[config.mk]
export PLATFORM = sky130hd
export DESIGN_NAME = length_prefixed_deframer_keepalive
export DESIGN_NICKNAME = d
export VERILOG_FILES = /design/src/hw/rtl/lpdk_pkg.sv /design/src/hw/rtl/length_prefixed_deframer_keepalive.sv
export SDC_FILE = /design/constraint.sdc
export NUM_CORES = 1
export LEC_CHECK = 0
export BUFFER_PORTS_ARGS = -buffer_cell sky130_fd_sc_hd__buf_2
export CORE_MARGIN = 2
export CORE_UTILIZATION = 35
export CTS_BUF_LIST = sky130_fd_sc_hd__clkbuf_4
export CTS_CLUSTER_DIAMETER = 40
export CTS_CLUSTER_SIZE = 8
export DETAILED_ROUTE_END_ITERATION = 8
export PLACE_DENSITY = 0.58
export SLEW_MARGIN = 30
export SYNTH_ARGS = -nofsm -noshare
export SYNTH_HDL_FRONTEND = slang
export SYNTH_SLANG_ARGS = --single-unit
[constraint.sdc]
create_clock -name clk -period 7.3 [get_ports clk]
set_clock_uncertainty 0.15 [all_clocks]
set_input_delay 0.73 -clock clk [delete_from_list [all_inputs] [get_ports clk]]
set_output_delay 0.73 -clock clk [all_outputs]
set_load 0.02 [all_outputs]
[src/hw/rtl/lpdk_pkg.sv]
package lpdk_pkg;

  localparam int MAX_FRAME_BYTES_DEF = 4096;

  localparam int CFG_IDX_W  = 2;
  localparam int CFG_DATA_W = 16;

  localparam logic [CFG_IDX_W-1:0] REG_IDLE_INTERVAL   = 2'd0;
  localparam logic [CFG_IDX_W-1:0] REG_ECHO_MISS_LIMIT = 2'd1;
  localparam logic [CFG_IDX_W-1:0] REG_DISCONNECT_TYPE = 2'd2;

  localparam logic OP_BYTE = 1'b0;
  localparam logic OP_TICK = 1'b1;

  localparam int IDLE_W   = 17;
  localparam int OFFSET_W = 12;
  localparam logic [IDLE_W-1:0] IDLE_MAX = '1;
  localparam logic [7:0] MISS_MAX = '1;

  typedef enum logic [2:0] {
    KIND_NONE      = 3'd0,
    KIND_BYTE      = 3'd1,
    KIND_ECHO      = 3'd2,
    KIND_IDLE_DISC = 3'd3,
    KIND_LEN_ERR   = 3'd4
  } kind_t;

endpackage

[src/hw/rtl/length_prefixed_deframer_keepalive.sv]
// Length-prefixed frame receiver with echo keepalive.
// Input channel (in_*): one item per handshake, either a received byte
// (in_tuser = 0, byte in in_tdata) or a one-second tick (in_tuser = 1).
// Output channel (out_*): exactly one result item per input item, in order.
// out_tuser carries the result kind, out_tlast marks the last byte of a frame.
// Configuration: cfg_we writes cfg_wdata into register cfg_index; writing the
// idle interval also restarts the idle check countdown.
// An accepted item is registered in the input register; its result is then
// registered in the output register when the input register advances.
// Throughput: one item per cycle; the input register and the result register
// each advance every cycle the output is free or being taken.
// When out_tready is low the result is held and one more item is taken into
// the input register; after that in_tready drops until the output drains.
// Reset (rst_n low at a clock edge) empties both registers, reopens the link,
// clears frame and keepalive state and loads the register defaults.
// Once the link is closed every item gives kind none with link_closed set.
module length_prefixed_deframer_keepalive
  import lpdk_pkg::*;
#(
  parameter int MAX_FRAME_BYTES = MAX_FRAME_BYTES_DEF
) (
  input  logic                  clk,
  input  logic                  rst_n,
  input  logic                  in_tvalid,
  output logic                  in_tready,
  input  logic [7:0]            in_tdata,   // [7:0] data_byte
  input  logic [0:0]            in_tuser,   // [0] opcode
  output logic                  out_tvalid,
  input  logic                  out_tready,
  output logic [23:0]           out_tdata,  // [7:0] frame_byte, [19:8] byte_offset,
                                            // [20] disconnect_request, [21] link_closed
  output logic [2:0]            out_tuser,  // [2:0] kind
  output logic                  out_tlast,  // end_of_frame
  input  logic                  cfg_we,
  input  logic [CFG_IDX_W-1:0]  cfg_index,
  input  logic [CFG_DATA_W-1:0] cfg_wdata
);

  localparam int FC_W = $clog2(MAX_FRAME_BYTES + 1);
  localparam logic [16:0] MAX_LEN = 17'(MAX_FRAME_BYTES);

  logic        s0_valid_r;
  logic        s0_op_r;
  logic [7:0]  s0_byte_r;

  logic        out_valid_r;
  kind_t       out_kind_r;
  logic [7:0]  out_byte_r;
  logic [OFFSET_W-1:0] out_off_r;
  logic        out_eof_r, out_disc_r, out_closed_r;

  logic [15:0] idle_interval_r;
  logic [7:0]  echo_miss_limit_r;
  logic [7:0]  disconnect_type_r;

  logic [FC_W-1:0]   frame_count_r, frame_count_nxt;
  logic [15:0]       decl_len_r, decl_len_nxt;
  logic [7:0]        frame_type_r, frame_type_nxt;
  logic [IDLE_W-1:0] idle_sec_r, idle_sec_nxt;
  logic [15:0]       countdown_r, countdown_nxt;
  logic [7:0]        missed_r, missed_nxt;
  logic              running_r, running_nxt;

  kind_t       kind_nxt;
  logic [7:0]  byte_nxt;
  logic [OFFSET_W-1:0] off_nxt;
  logic        eof_nxt, disc_nxt;

  logic        s1_free, advance, in_acc;
  logic [16:0] count_inc;
  logic        len_bad;

  assign s1_free   = !out_valid_r || out_tready;
  assign advance   = s0_valid_r && s1_free;
  assign in_tready = !s0_valid_r || s1_free;
  assign in_acc    = in_tvalid && in_tready;
  assign count_inc = 17'(frame_count_r) + 17'd1;

  always_comb begin
    frame_count_nxt = frame_count_r;
    decl_len_nxt    = decl_len_r;
    frame_type_nxt  = frame_type_r;
    idle_sec_nxt    = idle_sec_r;
    countdown_nxt   = countdown_r;
    missed_nxt      = missed_r;
    running_nxt     = running_r;
    kind_nxt        = KIND_NONE;
    byte_nxt        = '0;
    off_nxt         = '0;
    eof_nxt         = 1'b0;
    disc_nxt        = 1'b0;
    len_bad         = 1'b0;
    if (running_r) begin
      if (s0_op_r == OP_BYTE) begin
        if (frame_count_r == FC_W'(0)) begin
          decl_len_nxt = {s0_byte_r, 8'h00};
        end else if (frame_count_r == FC_W'(1)) begin
          decl_len_nxt = {decl_len_r[15:8], s0_byte_r};
        end else if (frame_count_r == FC_W'(2)) begin
          frame_type_nxt = s0_byte_r;
        end
        frame_count_nxt = FC_W'(count_inc);
        byte_nxt        = s0_byte_r;
        off_nxt         = OFFSET_W'(frame_count_r);
        len_bad = (frame_count_r == FC_W'(1)) &&
                  (({1'b0, decl_len_nxt} < 17'd3) || ({1'b0, decl_len_nxt} > MAX_LEN));
        if (len_bad) begin
          frame_count_nxt = '0;
          kind_nxt        = KIND_LEN_ERR;
        end else begin
          kind_nxt = KIND_BYTE;
          if (count_inc > 17'd2 && count_inc == {1'b0, decl_len_nxt}) begin
            eof_nxt         = 1'b1;
            frame_count_nxt = '0;
            missed_nxt      = '0;
            idle_sec_nxt    = '0;
            if (frame_type_nxt == disconnect_type_r) begin
              disc_nxt    = 1'b1;
              running_nxt = 1'b0;
            end
          end
        end
      end else begin
        if (idle_sec_r != IDLE_MAX) begin
          idle_sec_nxt = idle_sec_r + IDLE_W'(1);
        end
        if (idle_interval_r != 16'd0) begin
          if (countdown_r > 16'd1) begin
            countdown_nxt = countdown_r - 16'd1;
          end else begin
            countdown_nxt = idle_interval_r;
            if (idle_sec_nxt > IDLE_W'(idle_interval_r)) begin
              if (missed_r >= echo_miss_limit_r) begin
                kind_nxt        = KIND_IDLE_DISC;
                running_nxt     = 1'b0;
                frame_count_nxt = '0;
              end else begin
                kind_nxt = KIND_ECHO;
                if (missed_r != MISS_MAX) begin
                  missed_nxt = missed_r + 8'd1;
                end
              end
            end
          end
        end
      end
    end
  end

  always_ff @(posedge clk) begin
    if (!rst_n) begin
      s0_valid_r        <= 1'b0;
      out_valid_r       <= 1'b0;
      idle_interval_r   <= 16'd0;
      echo_miss_limit_r <= 8'd3;
      disconnect_type_r <= 8'd0;
      frame_count_r     <= '0;
      decl_len_r        <= '0;
      frame_type_r      <= '0;
      idle_sec_r        <= '0;
      countdown_r       <= 16'd0;
      missed_r          <= '0;
      running_r         <= 1'b1;
    end else begin
      if (in_acc) begin
        s0_valid_r <= 1'b1;
      end else if (advance) begin
        s0_valid_r <= 1'b0;
      end
      if (advance) begin
        out_valid_r   <= 1'b1;
        frame_count_r <= frame_count_nxt;
        decl_len_r    <= decl_len_nxt;
        frame_type_r  <= frame_type_nxt;
        idle_sec_r    <= idle_sec_nxt;
        countdown_r   <= countdown_nxt;
        missed_r      <= missed_nxt;
        running_r     <= running_nxt;
      end else if (out_tready) begin
        out_valid_r <= 1'b0;
      end
      if (cfg_we) begin
        unique case (cfg_index)
          REG_IDLE_INTERVAL: begin
            idle_interval_r <= cfg_wdata;
            countdown_r     <= cfg_wdata;
          end
          REG_ECHO_MISS_LIMIT: echo_miss_limit_r <= cfg_wdata[7:0];
          REG_DISCONNECT_TYPE: disconnect_type_r <= cfg_wdata[7:0];
          default: ;
        endcase
      end
    end
  end

  always_ff @(posedge clk) begin
    if (in_acc) begin
      s0_op_r   <= in_tuser[0];
      s0_byte_r <= in_tdata;
    end
    if (advance) begin
      out_kind_r   <= kind_nxt;
      out_byte_r   <= byte_nxt;
      out_off_r    <= off_nxt;
      out_eof_r    <= eof_nxt;
      out_disc_r   <= disc_nxt;
      out_closed_r <= !running_nxt;
    end
  end

  assign out_tvalid = out_valid_r;
  assign out_tuser  = out_kind_r;
  assign out_tlast  = out_eof_r;
  assign out_tdata  = {2'b00, out_closed_r, out_disc_r, out_off_r, out_byte_r};

endmodule

==> results of run 1 <==
[report_power, final]
part	switching, mW	internal, mW
clock	0.337	0.180
combinational	0.165	0.0911
sequential	0.0282	0.864
[layout by cell type (no fill, tap or decap), drive strengths merged, types with 22 or more instances in the layout]
cell,synthesis,routed
ha,32,32
nor2,100,100
edfxtp,35,35
xnor2,28,28
inv,51,59
dfxtp,113,113
nor3,34,34
nand2,98,98
nand3,33,33
o21ai,38,38
nor4,22,22
buf,19,65
mux2i,40,40
a21oi,72,72
[cell families (layout without fill, tap and decap cells)]
logic type      count (synthesis)  after routing
compound gates                222            222
xor+xnor                       45             45
simple gates                  378            378
mux                            43             43
flops                         148            148
fa+ha+maj                      32             32
buf+inv                       115            148
other cells                     1              3
[sequential cells by signal (all words and copies together), names as in the netlist, 3 cells and up]
signal / count
idle_sec_r: 17
frame_count_r: 13
disconnect_type_r: 8
echo_miss_limit_r: 8
out_off_r: 12
frame_type_r: 8
missed_r: 8
out_byte_r: 8
countdown_r: 16
decl_len_r: 16
idle_interval_r: 16
out_tuser: 3
s0_byte_r: 8
[path summary, 6_finish.rpt]
path               endpoint
min reg2reg  decl_len_r[15]
min            s0_byte_r[0]
max reg2reg     missed_r[4]
max             missed_r[4]
[layer usage]
layer	vias up	track usage (%)	share of wire (%)
met5	-	0	0
met4	0	3.55	0.74
met3	15	3.28	4.1
met2	161	26.6	44
met1	3350	25.1	51
li1	3580	-	-
[final cells by class]
cell class / count / area (µm²)
fillers: 2522 / 14400
multi-input cells: 722 / 4640
flip-flops and latches: 148 / 3310
well taps: 319 / 399
repair buffers: 65 / 340
inverters: 51 / 191
clock inverters: 15 / 146
clock buffers: 17 / 128
diodes: 1 / 2.50
[critical path, cell delays in order (launching register included)]
cell and delay, ns:
dfxtp_1 0.45, ha_1 0.25, nand4_1 0.11, nor4_1 0.43
nand4_1 0.38, nand4_1 0.30, or3_1 0.22, nor2_1 0.08
xor2_1 0.16, ha_1 0.31, o21a_1 0.15, nor2b_1 0.13
a21oi_1 0.08, a31oi_1 0.26, o2111ai_1 0.41, or4_1 0.53
a21oi_1 0.15
[per-stage QoR]
stage	instance area (µm²)	hold slack [ns]	instances	utilization [%]
2_1_floorplan	8440	0.282	985	-
6_report	9160	0.182	1338	38.9
3_5_place_dp	8880	0.297	1305	37.7
4_1_cts	9150	0.134	1337	38.9
5_1_grt	9160	0.124	1338	38.9
3_3_place_gp	8880	0.292	1305	37.7
==> impl_metrics.json, run 1 <==
{
  "status": "finished clean",
  "hold_path.class": "input pin to flip-flop",
  "cts_hold_buf": 0,
  "gp_congestion": 0.878,
  "synth-xor-area-share_pct": 4.67,
  "netlist_top_cells_count": "113 x dfxtp_1, 98 x nand2_1, 98 x nor2_1",
  "routed_wl_mm": 22.0,
  "grt_pass1_wl_mm": 35.6,
  "h-tree-depth": 4,
  "cts_made_buffers": 17,
  "clk_latency_ns": 0.57,
  "post_cts_buffers": 0,
  "first_pass_iters": 6,
  "synth-compound-area-share_pct": 17.8,
  "die_x_um": 159,
  "drive_above_1_share_pct": 13.0,
  "synthToLayoutAreaGrowth_pct": 8.67,
  "yosysWarningCount": 0,
  "worst_r2r_path_depth": 16,
  "synth-edff-count": 35,
  "drc": 0,
  "rrSetupSlack_ns": 2.70,
  "p_per_area_nw_per_um2": 182,
  "critPathCaptureType": "flip-flop",
  "rows": 56,
  "fmax_mhz": 217,
  "worst-setup-path-type": "flip-flop to flip-flop",
  "syn_area_um2": 8430,
  "nets": 1069,
  "finalSetupViolations": 0,
  "synth.yosys.seq_area_share_pct": 39.3,
  "synth_top_area_share_pct": 26.8,
  "drt_iter0_drc": 626,
  "io_pins": 62,
  "rsz0062_at_grt": "false",
  "cp.required_ns": 7.66,
  "crit_fanout": 9,
  "grt_overflow_total": 0,
  "maxSlewHeadroom_pct": 38.8,
  "yosysTopAreaCell": "dfxtp_1",
  "arrival_ns": 4.95,
  "initial_utilization_pct": 35.8,
  "synth_fa_ha_area_share_pct": 4.75,
  "r2r_start": "idle_sec_r[0]",
  "synth_area_leaders": "dfxtp_1 27%, edfxtp_1 12%, ha_1 4.7%",
  "ys_async_sr_fraction_pct": 0,
  "synth_top_family_by_area": "simple AND/OR/NAND/NOR gates",
  "cts_tree": "built",
  "synth_mux_area_share_pct": 5.19,
  "final_hold_viol_count": 0,
  "final.setup.worst_slack_ns": 2.70,
  "cp-startpoint": "idle_sec_r[0]",
  "hpwl_mm": 15.8,
  "worstMarginPinSlew_ns": 0.915,
  "clk_pin_slew_ns": 0.14,
  "avgViaCountPerCell": 5.31,
  "setup_tns_ns": 0,
  "via_count": 7106,
  "io_buffer_count": 59,
  "cts-resized-gates": 0,
  "synthFlopType": "dfxtp_1",
  "vdd_drop_max_mv": 0.0759,
  "postSynthCellCount": 984,
  "clockBufferDepth": 2,
  "grt_antenna_before_repair": 1,
  "hold_start": "in_tdata[0]",
  "avgSynthCellArea_um2": 8.57,
  "synth.most_common_cell": "dfxtp_1",
  "cts_root_buffer": "clkbuf_4",
  "min_period_over_period_pct": 63.0,
  "post-route-min-period_ns": 4.60,
  "dieArea_um2": 25300,
  "synth_seq_cells": 148,
  "synthSimpleGateAreaFrac_pct": 22.4,
  "holdPathStages": 1,
  "cap_violations": 0,
  "grt_usage_pct": 17.3,
  "coreArea_um2": 23500,
  "ys_types": 78,
  "avgRoutedWirePerCell_um": 16.4,
  "pre_cts_slack_ns": 2.78,
  "grt_max_degree": 76,
  "start_kind": "flip-flop",
  "drv_slew": 0,
  "die_height_um": 159,
  "grt_pass1_vias": 6610,
  "power_mw": 1.66,
  "postRouteAntennaNets": 0,
  "p_leak_nw": 3.50,
  "clock_sinks": 148
}
No activity file was read; power rests on OpenSTA's default activity.
==> run 2: changes to the inputs <==
--- a/config.mk
+++ b/config.mk
@@ -12,7 +12,7 @@
 export CTS_CLUSTER_DIAMETER = 40
 export CTS_CLUSTER_SIZE = 8
 export DETAILED_ROUTE_END_ITERATION = 8
-export PLACE_DENSITY = 0.58
+export PLACE_DENSITY = 0.6
 export SLEW_MARGIN = 30
 export SYNTH_ARGS = -nofsm -noshare
 export SYNTH_HDL_FRONTEND = slang
==> constraint.sdc (replaced) <==
create_clock -name clk -period 3.8 [get_ports clk]
set_clock_uncertainty 0.15 [all_clocks]
set_input_delay 0.38 -clock clk [delete_from_list [all_inputs] [get_ports clk]]
set_output_delay 0.38 -clock clk [all_outputs]
set_load 0.02 [all_outputs]
==> impl_metrics.json, run 2 (synthesized netlist as in run 1, its figures left out) <==
{
  "status": "finished clean",
  "first_pass_iters": 5,
  "rsz0062_at_grt": "true",
  "cts_root_buffer": "clkbuf_4",
  "drv_slew": 0,
  "drc": 0,
  "routed_wl_mm": 22.6,
  "clk_latency_ns": 0.58,
  "critPathBufInv": 1,
  "worstMarginPinSlew_ns": 0.838,
  "stdcell_area_um2": 10000,
  "dp.cells": 1354,
  "max_stage_delay_ns": 0.37,
  "vdd_drop_max_mv": 0.180,
  "clockPowerShare_pct": 30.5,
  "rows": 56,
  "final_common_cell": "dfxtp_1",
  "avgRoutedWirePerCell_um": 15.8,
  "final_hold_viol_count": 0,
  "die_height_um": 159,
  "io_pins": 62,
  "critPathCaptureType": "flip-flop",
  "crit_fanout": 13,
  "cap_violations": 0,
  "grt_pass1_vias": 6963,
  "maxSlewHeadroom_pct": 44.1,
  "seq_area_um2": 3320,
  "initial_utilization_pct": 35.8,
  "whs_ns": 0.0286,
  "cp_cell_sequence": "ha_4 > nand4_1 > nor4_2 > nand4_1 > nor3b_2 > nand4_1 > nor2_2 > xor2_1 > ha_1 > nand4_1 > nor2_1 > nand2_1 > nand2_1 > a31oi_4 > nor2_1 > o311a_1 > buf_12 > a21o_1",
  "cp.required_ns": 4.12,
  "final_util_pct": 42.6,
  "slowest_stage": "o311a_1",
  "grt_overflow_total": 0,
  "pwr-share-comb_pct": 17.3,
  "worst-setup-path-type": "flip-flop to flip-flop",
  "stdcell_count": 1426,
  "final_cell_mix": "109 x dfxtp_1, 98 x nand2_1, 95 x nor2_1, 70 x a21oi_1, 60 x buf_4",
  "setup_tns_ns": 0,
  "fillers": 2416,
  "p_switching_mw": 1.04,
  "finalSetupViolations": 0,
  "clock_sinks": 148,
  "cts_made_buffers": 17,
  "postRouteAntennaNets": 0,
  "h-tree-depth": 4,
  "cts_tree": "built",
  "fmax_mhz": 274,
  "multiInputGateArea_um2": 4760,
  "p_per_area_nw_per_um2": 326,
  "clockBufferDepth": 2,
  "start_kind": "flip-flop",
  "drt_iter0_drc": 471,
  "largest_register": "idle_sec_r",
  "cp_common_cell": "nand4_1",
  "grt_pass1_wl_mm": 36.9,
  "largest_reg_flops": 17,
  "grt_usage_pct": 17.8,
  "crit_family": "simple AND/OR/NAND/NOR gates",
  "place_area_um2": 9280,
  "gp_congestion": 0.902,
  "p_int_mw": 2.23,
  "grt_max_degree": 76,
  "swShare_pct": 31.8,
  "drive_above_1_share_pct": 19.0,
  "clk_pin_slew_ns": 0.14,
  "dieArea_um2": 25300,
  "coreArea_um2": 23500,
  "p_leak_nw": 3.91,
  "die_x_um": 159,
  "avgViaCountPerCell": 5.20,
  "arrival_ns": 3.98,
  "min_period_over_period_pct": 96.2,
  "synthToLayoutAreaGrowth_pct": 18.9,
  "grt_antenna_before_repair": 1,
  "nets": 1155,
  "sequentialPowerShare_pct": 52.2,
  "io_buffer_count": 59,
  "hpwl_mm": 16.2,
  "post-route-min-period_ns": 3.66,
  "via_count": 7418,
  "hold_path.class": "input pin to flip-flop"
}
-- run 2: cell count changes in the layout (fill, tap and decap cells not counted), moves of 3 or more --
cell,previous run,this run
buf_4,6,60
nor3_1,33,30
nor2_1,98,95
dfxtp_2,0,4
clkinvlp_4,1,5
dlygate4sd3_1,0,30
dfxtp_1,113,109
-- run 2: layer usage --
layer  wire length [µm]  share of wire (%)  global-route usage [%]  vias to the layer above
li1                   -                  -                       -                     3759
met1              11200                 50                    25.3                     3457
met2               9900                 44                    27.4                      174
met3               1120                5.0                    3.33                       28
met4                340                1.5                    5.29                        0
met5                  0                  0                       0                        -
-- run 2: layout make-up --
cell class	count	share of cell area, %
antenna	3	0.0749
clock inverter	14	1.40
sequential	148	33.1
inverter	51	1.91
timing repair buffer	151	10.7
tap	319	3.98
clock buffer	18	1.35
multi-input combinational	722	47.5
-- run 2: timing repair --
item / CTS / global route
buffers inserted: 1 / 7
hold buffers: 30 / 0
setup endpoints to repair: 3 / 24
pin swaps: 5 / 9
endpoints found under the hold margin: 59 / 0
resized for setup: 4 / 23
gates cloned: 0 / 0
-- run 2: final timing paths --
check	start	end	slack (ns)	cells past startpoint
max	idle_sec_r[1]	frame_count_r[2]	0.14	18
min	rst_n	running_r	0.03	2
max reg2reg	idle_sec_r[1]	frame_count_r[2]	0.14	18
min reg2reg	decl_len_r[14]	decl_len_r[14]	0.31	2
-- run 2: stage by stage --
step / worst slack [ns] / total power [mW]
finish: 0.144 / 3.26
global route: -0.0796 / 3.42
CTS: -0.0000178 / 3.27
detailed placement: 0.00389 / 2.26
global placement: 0.0862 / 2.25
floorplan: 0.0310 / 2.10
-- run 2: power by group through the flow --
| stage | sequential, mW | combinational, mW | clock, mW |
|---|---|---|---|
| 6_report | 1.70 | 0.564 | 0.996 |
| 5_1_grt | 1.71 | 0.623 | 1.08 |
| 4_1_cts | 1.70 | 0.546 | 1.02 |
| 3_5_place_dp | 1.74 | 0.518 | 0 |
| 3_3_place_gp | 1.74 | 0.515 | 0 |
| 2_1_floorplan | 1.74 | 0.364 | 0 |
==> run 3: changes to the inputs <==
--- a/config.mk
+++ b/config.mk
@@ -7,12 +7,12 @@
 export LEC_CHECK = 0
 export BUFFER_PORTS_ARGS = -buffer_cell sky130_fd_sc_hd__buf_2
 export CORE_MARGIN = 2
-export CORE_UTILIZATION = 35
+export CORE_UTILIZATION = 50
 export CTS_BUF_LIST = sky130_fd_sc_hd__clkbuf_4
 export CTS_CLUSTER_DIAMETER = 40
 export CTS_CLUSTER_SIZE = 8
 export DETAILED_ROUTE_END_ITERATION = 8
-export PLACE_DENSITY = 0.6
+export PLACE_DENSITY = 0.78
 export SLEW_MARGIN = 30
 export SYNTH_ARGS = -nofsm -noshare
 export SYNTH_HDL_FRONTEND = slang
==> constraint.sdc (replaced) <==
create_clock -name clk -period 3.8 [get_ports clk]
set_clock_uncertainty 0.15 [all_clocks]
set_input_delay 0.76 -clock clk [delete_from_list [all_inputs] [get_ports clk]]
set_output_delay 0.76 -clock clk [all_outputs]
set_load 0.02 [all_outputs]
==> impl_metrics.json, run 3 (synthesized netlist as in run 1, its figures left out) <==
{
  "status": "finished clean",
  "initial_utilization_pct": 51.0,
  "holdPathStages": 1,
  "sequentialPowerShare_pct": 50.0,
  "avgViaCountPerCell": 5.82,
  "drv_slew": 0,
  "critPathCaptureType": "flip-flop",
  "largest_register": "idle_sec_r",
  "setup_tns_ns": 0,
  "r2r_start": "idle_sec_r[0]",
  "clockPowerShare_pct": 34.5,
  "seq_area_um2": 3320,
  "cts_root_buffer": "clkbuf_4",
  "via_count": 7507,
  "worst_r2r_path_depth": 16,
  "cts_made_buffers": 17,
  "dieArea_um2": 17900,
  "final.setup.worst_slack_ns": 0.0955,
  "cp_common_cell": "nand4_1",
  "synthToLayoutAreaGrowth_pct": 14.1,
  "p_int_mw": 2.45,
  "min_period_over_period_pct": 97.5,
  "final_common_cell": "dfxtp_1",
  "p_switching_mw": 0.969,
  "stdcell_area_um2": 9620,
  "drc": 0,
  "final_hold_viol_count": 0,
  "grt_pass1_wl_mm": 33.7,
  "hold_start": "in_tdata[1]",
  "rows": 47,
  "vdd_drop_max_mv": 0.197,
  "hpwl_mm": 15.2,
  "max_stage_delay_ns": 0.49,
  "crit_family": "simple AND/OR/NAND/NOR gates",
  "final_util_pct": 58.2,
  "r2r-end": "missed_r[4]",
  "postRouteAntennaNets": 0,
  "io_buffer_count": 59,
  "slowest_stage": "or4_1",
  "drt_iter0_drc": 864,
  "clk_latency_ns": 0.57,
  "critPathBufInv": 0,
  "grt_pass1_vias": 6611,
  "crit_fanout": 3,
  "start_kind": "flip-flop",
  "swShare_pct": 28.4,
  "h-tree-depth": 4,
  "grt_overflow_total": 0,
  "grt_max_degree": 54,
  "routed_wl_mm": 21.2,
  "worstMarginPinSlew_ns": 0.724,
  "post-route-min-period_ns": 3.70,
  "grt_usage_pct": 23.5,
  "die_x_um": 134,
  "hold_path.class": "input pin to flip-flop",
  "io_pins": 62,
  "avgRoutedWirePerCell_um": 16.5,
  "hold_path_end": "s0_byte_r[1]",
  "p_per_area_nw_per_um2": 355,
  "place_area_um2": 9090,
  "final_cell_mix": "111 x dfxtp_1, 98 x nand2_1, 97 x nor2_1, 69 x a21oi_1, 59 x buf_2",
  "clockBufferDepth": 2,
  "cp.required_ns": 4.16,
  "rsz0062_at_grt": "true",
  "rrSetupSlack_ns": 0.1,
  "largest_reg_flops": 17,
  "multiInputGateArea_um2": 4760,
  "finalSetupViolations": 0,
  "arrival_ns": 4.07,
  "gp_congestion": 0.945,
  "cap_violations": 0,
  "stdcell_count": 1290,
  "clk_pin_slew_ns": 0.12,
  "grt_antenna_before_repair": 1,
  "drive_above_1_share_pct": 19.0,
  "p_leak_nw": 3.81,
  "pre_cts_slack_ns": 0.0746,
  "coreArea_um2": 16500,
  "first_pass_iters": 5,
  "worst-setup-path-type": "flip-flop to flip-flop",
  "cts_tree": "built",
  "maxSlewHeadroom_pct": 51.4,
  "die_height_um": 134,
  "fillers": 1454,
  "clock_sinks": 148,
  "pwr-share-comb_pct": 15.6,
  "dp.cells": 1249,
  "nets": 1120,
  "fmax_mhz": 270,
  "cp_cell_sequence": "ha_4 > nand4_1 > nor4_2 > nand4_1 > nand4_1 > or3_4 > nor2_1 > xor2_1 > ha_1 > o21a_1 > nor2b_1 > a21oi_2 > a31oi_4 > o2111ai_2 > or4_1 > a21oi_1"
}
-- run 3: final cells by class --
| cell class | count | share of cell area, % |
|---|---|---|
| multi-input cells | 722 | 49.5 |
| inverters | 51 | 1.99 |
| well taps | 220 | 2.86 |
| diodes | 1 | 0.0260 |
| repair buffers | 116 | 7.56 |
| clock buffers | 18 | 1.40 |
| clock inverters | 14 | 2.17 |
| flip-flops and latches | 148 | 34.5 |
-- run 3: what timing repair did --
item | CTS | global route
setup endpoints to repair | 0 | 33
resized for setup | 0 | 26
hold buffers | 0 | 0
setup buffers | 0 | 9
-- run 3: worst max path at each step --
stage,from,to,cells past startpoint
floorplan,idle_sec_r[0],frame_count_r[11],17
global placement,idle_sec_r[0],frame_count_r[8],16
detailed placement,idle_sec_r[0],frame_count_r[8],16
CTS,idle_sec_r[0],frame_count_r[8],16
global route,idle_sec_r[0],missed_r[4],16
finish,idle_sec_r[0],missed_r[4],16
-- run 3: worst register-to-register path: stages (launching register included) --
cell	delay [ns]
dfxtp_2	0.37
ha_4	0.13
nand4_1	0.10
nor4_2	0.32
nand4_1	0.20
nand4_1	0.18
or3_4	0.17
nor2_1	0.05
xor2_1	0.16
ha_1	0.32
o21a_1	0.21
nor2b_1	0.22
a21oi_2	0.10
a31oi_4	0.19
o2111ai_2	0.17
or4_1	0.49
a21oi_1	0.13
-- run 3: layer usage --
layer  part of all wire (%)  track usage (%)
met2                     45             36.5
met3                    6.7             3.89
met4                    1.4             7.15
met1                     47             33.7
met5                      0                0
-- run 3: per-stage QoR --
step | total power [mW] | hold WS, ns
2_1_floorplan | 2.10 | 0.282
6_report | 3.42 | 0.208
4_1_cts | 3.41 | 0.176
3_3_place_gp | 2.24 | 0.289
3_5_place_dp | 2.25 | 0.298
5_1_grt | 3.55 | 0.173
-- run 3: power groups by stage --
stage / sequential [mW] / clock [mW] / combinational (mW)
3_5_place_dp: 1.74 / 0 / 0.504
6_report: 1.71 / 1.18 / 0.532
3_3_place_gp: 1.74 / 0 / 0.496
4_1_cts: 1.71 / 1.19 / 0.507
2_1_floorplan: 1.73 / 0 / 0.364
5_1_grt: 1.71 / 1.25 / 0.585
